**config.mk**
```make
export PLATFORM = sky130hd
export DESIGN_NAME = ir_pulse_decoder_motor_drive
export DESIGN_NICKNAME = d
export VERILOG_FILES = /design/src/sv/irpd_pkg.sv /design/src/sv/irpd_core.sv /design/src/sv/ir_pulse_decoder_motor_drive.sv
export SDC_FILE = /design/constraint.sdc
export NUM_CORES = 1
export LEC_CHECK = 0
export BUFFER_PORTS_ARGS = -buffer_cell sky130_fd_sc_hd__buf_2
export CAP_MARGIN = 20
export CELL_PAD_IN_SITES_DETAIL_PLACEMENT = 1
export CELL_PAD_IN_SITES_GLOBAL_PLACEMENT = 1
export CORE_ASPECT_RATIO = 0.9
export CORE_MARGIN = 3
export CORE_UTILIZATION = 42
export DETAILED_ROUTE_END_ITERATION = 6
export GPL_TIMING_DRIVEN = 0
export MAX_ROUTING_LAYER = met4
export PLACE_DENSITY = 0.88
export SLEW_MARGIN = 20
export SYNTH_ARGS = -nofsm -noshare
export SYNTH_HDL_FRONTEND = slang
export SYNTH_SLANG_ARGS = --single-unit
```
**constraint.sdc**
```tcl
create_clock -name clk -period 5.5 [get_ports clk]
set_input_delay 1.1 -clock clk [delete_from_list [all_inputs] [get_ports clk]]
set_output_delay 1.1 -clock clk [all_outputs]
set_load 0.005 [all_outputs]
```
**src/sv/irpd_pkg.sv**
```systemverilog
`timescale 1ns / 1ps

package irpd_pkg;

  localparam int CODE_WIDTH_DEF = 16;

  // configuration register indexes
  localparam logic [2:0] CFG_START_MIN     = 3'd0;
  localparam logic [2:0] CFG_START_MAX     = 3'd1;
  localparam logic [2:0] CFG_ONE_SPLIT     = 3'd2;
  localparam logic [2:0] CFG_ONE_MAX       = 3'd3;
  localparam logic [2:0] CFG_ERROR_MIN     = 3'd4;
  localparam logic [2:0] CFG_FRAME_LEN     = 3'd5;
  localparam logic [2:0] CFG_TIMEOUT_TICKS = 3'd6;

  // register reset values
  localparam logic [15:0] START_MIN_RST     = 16'd1050;
  localparam logic [15:0] START_MAX_RST     = 16'd1200;
  localparam logic [15:0] ONE_SPLIT_RST     = 16'd380;
  localparam logic [15:0] ONE_MAX_RST       = 16'd600;
  localparam logic [15:0] ERROR_MIN_RST     = 16'd800;
  localparam logic [5:0]  FRAME_LEN_RST     = 6'd24;
  localparam logic [15:0] TIMEOUT_TICKS_RST = 16'd200;

  // item kinds
  localparam logic CMD_PULSE = 1'b0;
  localparam logic CMD_TICK  = 1'b1;

  // button codes
  localparam logic [31:0] BTN_FWD       = 32'hF8C7;
  localparam logic [31:0] BTN_BACK      = 32'hFA55;
  localparam logic [31:0] BTN_FWD_RIGHT = 32'hFBD4;
  localparam logic [31:0] BTN_FWD_LEFT  = 32'hF986;
  localparam logic [31:0] BTN_BACK_RIGHT = 32'hFA95;
  localparam logic [31:0] BTN_BACK_LEFT = 32'hFA15;

  // motor drive patterns: right back, right fwd, left fwd, left back
  localparam logic [3:0] DRV_FWD        = 4'h6;
  localparam logic [3:0] DRV_BACK       = 4'h9;
  localparam logic [3:0] DRV_FWD_RIGHT  = 4'h4;
  localparam logic [3:0] DRV_FWD_LEFT   = 4'h2;
  localparam logic [3:0] DRV_BACK_RIGHT = 4'h8;
  localparam logic [3:0] DRV_BACK_LEFT  = 4'h1;
  localparam logic [3:0] DRV_STOP       = 4'h0;

  typedef struct packed {
    logic [15:0] start_min;
    logic [15:0] start_max;
    logic [15:0] one_split;
    logic [15:0] one_max;
    logic [15:0] error_min;
    logic [5:0]  frame_len;
    logic [15:0] timeout_ticks;
  } cfg_t;

  typedef struct packed {
    logic [5:0]  bit_count;
    logic        frame_open;
    logic [15:0] timeout_count;
    logic        timer_running;
    logic [3:0]  drive_bits;
  } ctl_state_t;

  typedef struct packed {
    logic done;
    logic err;
  } flags_t;

  typedef struct packed {
    logic       hit;
    logic [3:0] drive;
  } btn_match_t;

  function automatic btn_match_t btn_lookup(input logic [31:0] code);
    btn_match_t m;
    m.hit = 1'b1;
    case (code)
      BTN_FWD:        m.drive = DRV_FWD;
      BTN_BACK:       m.drive = DRV_BACK;
      BTN_FWD_RIGHT:  m.drive = DRV_FWD_RIGHT;
      BTN_FWD_LEFT:   m.drive = DRV_FWD_LEFT;
      BTN_BACK_RIGHT: m.drive = DRV_BACK_RIGHT;
      BTN_BACK_LEFT:  m.drive = DRV_BACK_LEFT;
      default: begin
        m.hit   = 1'b0;
        m.drive = DRV_STOP;
      end
    endcase
    return m;
  endfunction

endpackage

```
**src/sv/irpd_core.sv**
```systemverilog
`timescale 1ns / 1ps

module irpd_core #(
  parameter int CODE_WIDTH = irpd_pkg::CODE_WIDTH_DEF
) (
  input  irpd_pkg::cfg_t         cfg,
  input  irpd_pkg::ctl_state_t   st,
  input  logic [CODE_WIDTH-1:0]  code,
  input  logic                   command,
  input  logic [15:0]            pulse_width,
  output irpd_pkg::ctl_state_t   st_nxt,
  output logic [CODE_WIDTH-1:0]  code_nxt,
  output irpd_pkg::flags_t       flags
);

  always_comb begin
    irpd_pkg::ctl_state_t s;
    irpd_pkg::btn_match_t m;
    logic [CODE_WIDTH-1:0] cd;
    logic                  done;
    logic                  err;
    s    = st;
    cd   = code;
    done = 1'b0;
    err  = 1'b0;
    m    = irpd_pkg::btn_lookup(32'(code));
    if (command == irpd_pkg::CMD_PULSE) begin
      // checks run in order, each on the state left by the one before
      if (s.bit_count == 6'd1 && pulse_width > cfg.error_min) begin
        s.frame_open = 1'b0;
        s.bit_count  = 6'd0;
        cd           = '0;
        err          = 1'b1;
      end
      if (pulse_width > cfg.start_min && pulse_width < cfg.start_max &&
          s.bit_count == 6'd0) begin
        cd           = '0;
        s.frame_open = 1'b1;
        s.bit_count  = s.bit_count + 6'd1;
      end
      if (s.frame_open && pulse_width != 16'd0 && pulse_width < cfg.one_split) begin
        cd          = {cd[CODE_WIDTH-2:0], 1'b0};
        s.bit_count = s.bit_count + 6'd1;
      end
      if (s.frame_open && pulse_width > cfg.one_split && pulse_width < cfg.one_max) begin
        cd          = {cd[CODE_WIDTH-2:0], 1'b1};
        s.bit_count = s.bit_count + 6'd1;
      end
      m = irpd_pkg::btn_lookup(32'(cd));
      if (s.bit_count == cfg.frame_len) begin
        s.frame_open = 1'b0;
        s.bit_count  = 6'd0;
        done         = 1'b1;
        if (m.hit) begin
          s.drive_bits    = m.drive;
          s.timer_running = 1'b1;
        end
      end
    end else if (s.timer_running) begin
      s.timeout_count = s.timeout_count + 16'd1;
      if (s.timeout_count >= cfg.timeout_ticks) begin
        s.timeout_count = 16'd0;
        s.timer_running = 1'b0;
        s.drive_bits    = irpd_pkg::DRV_STOP;
        cd              = '0;
      end
    end
    st_nxt     = s;
    code_nxt   = cd;
    flags.done = done;
    flags.err  = err;
  end

endmodule

```
**src/sv/ir_pulse_decoder_motor_drive.sv**
```systemverilog
`timescale 1ns / 1ps
// an accepted input word passes through the input reg, then the result reg
// throughput: 1 word per cycle unless stalled, set by the single-pass decode between the two registers
// the input register only stalls while the result register is full and out_ready is low
// reset (rst_n low, synchronous): config returns to defaults, frame closed,
// timer stopped, motors off, code cleared, both stages empty

module ir_pulse_decoder_motor_drive #(
  parameter int CODE_WIDTH = irpd_pkg::CODE_WIDTH_DEF
) (
  input  logic        clk,
  input  logic        rst_n,
  // input words
  input  logic        in_valid,
  output logic        in_ready,
  input  logic        in_command,
  input  logic [15:0] in_pulse_width,
  // result words
  output logic        out_valid,
  input  logic        out_ready,
  output logic [3:0]  out_motor_drive,
  output logic [15:0] out_ir_code,
  output logic        out_frame_done,
  output logic        out_frame_error,
  output logic        out_receiving,
  // register writes
  input  logic        cfg_valid,
  output logic        cfg_ready,
  input  logic [2:0]  cfg_index,
  input  logic [15:0] cfg_data
);

  // configuration registers
  irpd_pkg::cfg_t cfg_r;

  // decoder state
  irpd_pkg::ctl_state_t  st_r;
  irpd_pkg::ctl_state_t  st_nxt;
  logic [CODE_WIDTH-1:0] code_r;
  logic [CODE_WIDTH-1:0] code_nxt;
  irpd_pkg::flags_t      flags;

  // input stage
  logic        s1_valid_r;
  logic        s1_command_r;
  logic [15:0] s1_width_r;

  // result stage
  logic        out_valid_r;
  logic [3:0]  out_motor_drive_r;
  logic [15:0] out_ir_code_r;
  logic        out_frame_done_r;
  logic        out_frame_error_r;
  logic        out_receiving_r;

  logic out_free;
  logic s1_move;

  // result slot frees when empty or being taken this cycle
  assign out_free  = !out_valid_r || out_ready;
  assign s1_move   = s1_valid_r && out_free;
  assign in_ready  = !s1_valid_r || out_free;
  assign cfg_ready = 1'b1;

  // config writes, only issued while idle: binds the user, the block does not enforce it
  always_ff @(posedge clk) begin
    if (!rst_n) begin
      cfg_r.start_min     <= irpd_pkg::START_MIN_RST;
      cfg_r.start_max     <= irpd_pkg::START_MAX_RST;
      cfg_r.one_split     <= irpd_pkg::ONE_SPLIT_RST;
      cfg_r.one_max       <= irpd_pkg::ONE_MAX_RST;
      cfg_r.error_min     <= irpd_pkg::ERROR_MIN_RST;
      cfg_r.frame_len     <= irpd_pkg::FRAME_LEN_RST;
      cfg_r.timeout_ticks <= irpd_pkg::TIMEOUT_TICKS_RST;
    end else if (cfg_valid && cfg_ready) begin
      case (cfg_index)
        irpd_pkg::CFG_START_MIN:     cfg_r.start_min     <= cfg_data;
        irpd_pkg::CFG_START_MAX:     cfg_r.start_max     <= cfg_data;
        irpd_pkg::CFG_ONE_SPLIT:     cfg_r.one_split     <= cfg_data;
        irpd_pkg::CFG_ONE_MAX:       cfg_r.one_max       <= cfg_data;
        irpd_pkg::CFG_ERROR_MIN:     cfg_r.error_min     <= cfg_data;
        irpd_pkg::CFG_FRAME_LEN:     cfg_r.frame_len     <= cfg_data[5:0];
        irpd_pkg::CFG_TIMEOUT_TICKS: cfg_r.timeout_ticks <= cfg_data;
        default: ;  // unmapped index, write dropped
      endcase
    end
  end

  // input register
  always_ff @(posedge clk) begin
    if (!rst_n) begin
      s1_valid_r <= 1'b0;
    end else if (in_ready) begin
      s1_valid_r <= in_valid;
    end
  end

  always_ff @(posedge clk) begin
    if (in_valid && in_ready) begin
      s1_command_r <= in_command;
      s1_width_r   <= in_pulse_width;
    end
  end

  // all per-word decode: window checks, shift, match, timeout
  irpd_core #(
    .CODE_WIDTH(CODE_WIDTH)
  ) u_core (
    .cfg        (cfg_r),
    .st         (st_r),
    .code       (code_r),
    .command    (s1_command_r),
    .pulse_width(s1_width_r),
    .st_nxt     (st_nxt),
    .code_nxt   (code_nxt),
    .flags      (flags)
  );

  // state commits as the word moves into the result register,
  // so the next word in the input stage already sees it
  always_ff @(posedge clk) begin
    if (!rst_n) begin
      st_r   <= '0;
      code_r <= '0;
    end else if (s1_move) begin
      st_r   <= st_nxt;
      code_r <= code_nxt;
    end
  end

  // result register
  always_ff @(posedge clk) begin
    if (!rst_n) begin
      out_valid_r <= 1'b0;
    end else if (out_free) begin
      out_valid_r <= s1_valid_r;
    end
  end

  always_ff @(posedge clk) begin
    if (s1_move) begin
      out_motor_drive_r <= st_nxt.drive_bits;
      out_ir_code_r     <= 16'(code_nxt);
      out_frame_done_r  <= flags.done;
      out_frame_error_r <= flags.err;
      out_receiving_r   <= st_nxt.frame_open;
    end
  end

  assign out_valid       = out_valid_r;
  assign out_motor_drive = out_motor_drive_r;
  assign out_ir_code     = out_ir_code_r;
  assign out_frame_done  = out_frame_done_r;
  assign out_frame_error = out_frame_error_r;
  assign out_receiving   = out_receiving_r;

endmodule

```
==> flow_metrics.tcl <==
set metrics [dict create \
    stdcell_count 1758 \
    core_mm2 0.0247 \
    fill_cells 2921 \
    fin_area_mm2 0.0128 \
    critPathTopFamily "simple AND/OR/NAND/NOR gates" \
    cts_made_buffers 17 \
    hold_class "flip-flop to flip-flop" \
    avgViaCountPerCell 6.38 \
    overflow 0 \
    first_pass_iters 7 \
    cts.sinks 188 \
    die_height_um 157 \
    power_per_cell_area_mw_per_mm2 256 \
    routed_wl_um 44700 \
    vias 11220 \
    final_max_slew_viol_count 0 \
    synth_seq_area_share 0.389 \
    ctsLongestPathBuffers 2 \
    ir_worst_vdd_mv 0.163 \
    final_cell_mix "nand2_1 (259), dfxtp_1 (148), a21oi_1 (128), inv_1 (102), ha_1 (94)" \
    hpwl_um 25600 \
    max_slew.worst_pin.slew_ns 1.14 \
    maxCapViolations 0 \
    outcome "finished, violations left" \
    start_util 0.434 \
    cp.required_ns 5.70 \
    syn-instance-count 1278 \
    min_to "cfg_r[68]$_SDFFE_PN0P_" \
    drtAntennaViolNets 0 \
    drc 1 \
    syn_area_mm2 0.0107 \
    fmax_mhz 176 \
    post_dp_cell_area_mm2 0.0114 \
    final_layout_size_suffix_gt1_frac 0.157 \
    critPathBufInv 4 \
    synth_edf_count 40 \
    clock_latency_ns 0.47 \
    crit_path_max_incr_delay_ns 0.47 \
    finalCriticalPeriod_ns 5.69 \
    setup_violations 17 \
    worstReg2RegEnd "out_receiving$_DFFE_PP_" \
    ys.flop_type "dfxtp_1" \
    holdWs_ns 0.459 \
    cp-end-kind "flip-flop" \
    dieArea_mm2 0.0274 \
    cp.depth 24 \
    antenna_found_initial 1 \
    cp.arrival_ns 5.89 \
    synth.net_count 1417 \
    fin_worst_skew_ns 0.0211 \
    leakagePower_nw 5.11 \
    io_pins 67 \
    cp_cell_sequence "ha_4 -> nand4_1 -> buf_6 -> nor4_4 -> o21ai_2 -> a31o_4 -> nand2_4 -> ha_4 -> o2111a_1 -> o311a_4 -> and3_4 -> buf_6 -> xnor2_2 -> ha_1 -> or3_4 -> buf_4 -> and4_4 -> and2_1 -> o31ai_2 -> o211ai_4 -> or2_4 -> buf_8 -> nand2_4 -> o21ai_4" \
    hold_violations 0 \
    slowest_stage "edfxtp_1" \
    failed_checks "DRC, setup timing" \
    grt_max_degree 33 \
    fin_ws_ns -0.187 \
    synth.distinct_cells 86 \
    hold_start "cfg_r[68]$_SDFFE_PN0P_" \
    fin_util 0.518 \
    mostFrequentLayoutCell "nand2_1" \
    place_inst 1676 \
    ys_ff_latch 188 \
    r2r_cells 24 \
    num_rows 54 \
    grt_pass1_wl_um 61900 \
    cts_tree "yes" \
    start_kind "flip-flop" \
    gp_congestion 0.967 \
    grt_usage 0.297 \
    cts_max_level 4 \
    final_nets 1547 \
    port-buffer-count 62 \
    drt_iter0_markers 1164 \
    period_share 1.03 \
    synth.avg_cell_area_um2 8.38 \
    path_clk_slew_ns 0.08 \
    cp_max_fo 8 \
    ys_warn_count 0 \
    wl_per_cell_um 25.4 \
    multiInputGateArea_mm2 0.00629 \
    die_w_um 174 \
    reg2reg_slack_ns -0.19 \
    grt_pass1_vias 11279 \
    reg2reg_from "s1_width_r[15]$_DFFE_PP_" \
    synthToLayoutAreaGrowth_pct 19.4 \
    worst_slew_margin_rel 0.234 \
    hold_path_depth 2 \
    rsz0062_at_grt "yes" \
    async_flop_share 0 \
    p_total_mw 3.27 \
    path_class "flip-flop to flip-flop" \
    seq_area_mm2 0.00416 \
    cts-root-buf "clkbuf_16" \
]
cells by family after synthesis:
kind of cell    synth area share
compound gates             0.189
flops                      0.389
mux                       0.0161
simple gates               0.212
fa+ha+maj                  0.115
buf+inv                   0.0574
other cells             0.000350
xor+xnor                  0.0219
report_power, final:
group / total, mW / switching [mW] / internal (mW)
Sequential: 1.47 / 0.0273 / 1.45
Clock: 1.33 / 0.669 / 0.656
Combinational: 0.471 / 0.314 / 0.157
Total: 3.27 / 1.01 / 2.26
sequential cells by signal, summed over array words and instances (netlist names):
register / count
out_frame_error: 1
cfg_r: 102
st_r: 28
out_valid: 1
s1_command_r: 1
out_ir_code: 16
s1_width_r: 16
code_r: 16
s1_valid_r: 1
out_receiving: 1
out_frame_done: 1
out_motor_drive: 4
cell type report:
type / count / share of cell area
Buffer: 52 / 0.0178
Sequential cell: 188 / 0.326
Clock inverter: 14 / 0.0114
Timing Repair Buffer: 112 / 0.0553
Multi-Input combinational cell: 933 / 0.492
Inverter: 104 / 0.0307
Tap cell: 336 / 0.0329
Antenna cell: 1 / 0.000196
Clock buffer: 18 / 0.0344
cell usage after synthesis (17+ instances only):
master | number | share of area
a21o_1 | 19 | 0.013
a21oi_1 | 133 | 0.062
and3_1 | 21 | 0.012
clkbuf_1 | 45 | 0.016
dfxtp_1 | 148 | 0.28
edfxtp_1 | 40 | 0.11
ha_1 | 98 | 0.11
inv_1 | 103 | 0.036
nand2_1 | 265 | 0.093
nand3_1 | 34 | 0.016
nor2_1 | 56 | 0.020
nor3_1 | 19 | 0.0089
o211ai_1 | 27 | 0.019
o21ai_0 | 32 | 0.015
xor2_1 | 17 | 0.014
worst reg2reg max path: stages, from the launching register on:
cell and delay [ns]:
edfxtp_1 0.47, ha_4 0.31, nand4_1 0.11, buf_6 0.17, nor4_4 0.35, o21ai_2 0.14, a31o_4 0.29, nand2_4 0.10
ha_4 0.16, o2111a_1 0.25, o311a_4 0.23, and3_4 0.22, buf_6 0.14, xnor2_2 0.07, ha_1 0.31, or3_4 0.43
buf_4 0.17, and4_4 0.21, and2_1 0.19, o31ai_2 0.33, o211ai_4 0.17, or2_4 0.32, buf_8 0.17, nand2_4 0.08
o21ai_4 0.06
stage by stage:
step | worst slack (ns) | TNS, ns
2_1_floorplan | 0.0262 | 0
3_3_place_gp | -0.945 | -14.43
3_5_place_dp | -1.13 | -17.48
4_1_cts | 0.00553 | 0
5_1_grt | -0.267 | -3.62
6_report | -0.187 | -2.01
worst max-delay path by stage:
| stage | slack (ns) | end | start |
|---|---|---|---|
| finish | -0.19 | out_receiving$_DFFE_PP_ | s1_width_r[15]$_DFFE_PP_ |
| global route | -0.27 | out_motor_drive[0]$_DFFE_PP_ | s1_width_r[13]$_DFFE_PP_ |
| CTS | 0.006 | out_receiving$_DFFE_PP_ | s1_width_r[14]$_DFFE_PP_ |
| detailed placement | -1.13 | out_motor_drive[1]$_DFFE_PP_ | s1_width_r[13]$_DFFE_PP_ |
| global placement | -0.94 | out_motor_drive[1]$_DFFE_PP_ | s1_width_r[15]$_DFFE_PP_ |
| floorplan | 0.03 | out_motor_drive[1]$_DFFE_PP_ | s1_width_r[15]$_DFFE_PP_ |
metal layers:
layer | global-route usage | wire, um
met5 | - | 0
met4 | 0.142 | 3040
met3 | 0.0562 | 4380
met2 | 0.495 | 20600
met1 | 0.349 | 16700
timing repair:
action / 4_1_cts / 5_1_grt
cloned: 0 / 1
setup buffers: 38 / 11
endpoints found under the setup margin: 22 / 18
pin swaps: 10 / 28
hold buffers: 0 / 0
gates resized for setup: 26 / 43
Power figures use the tool's default switching activity.
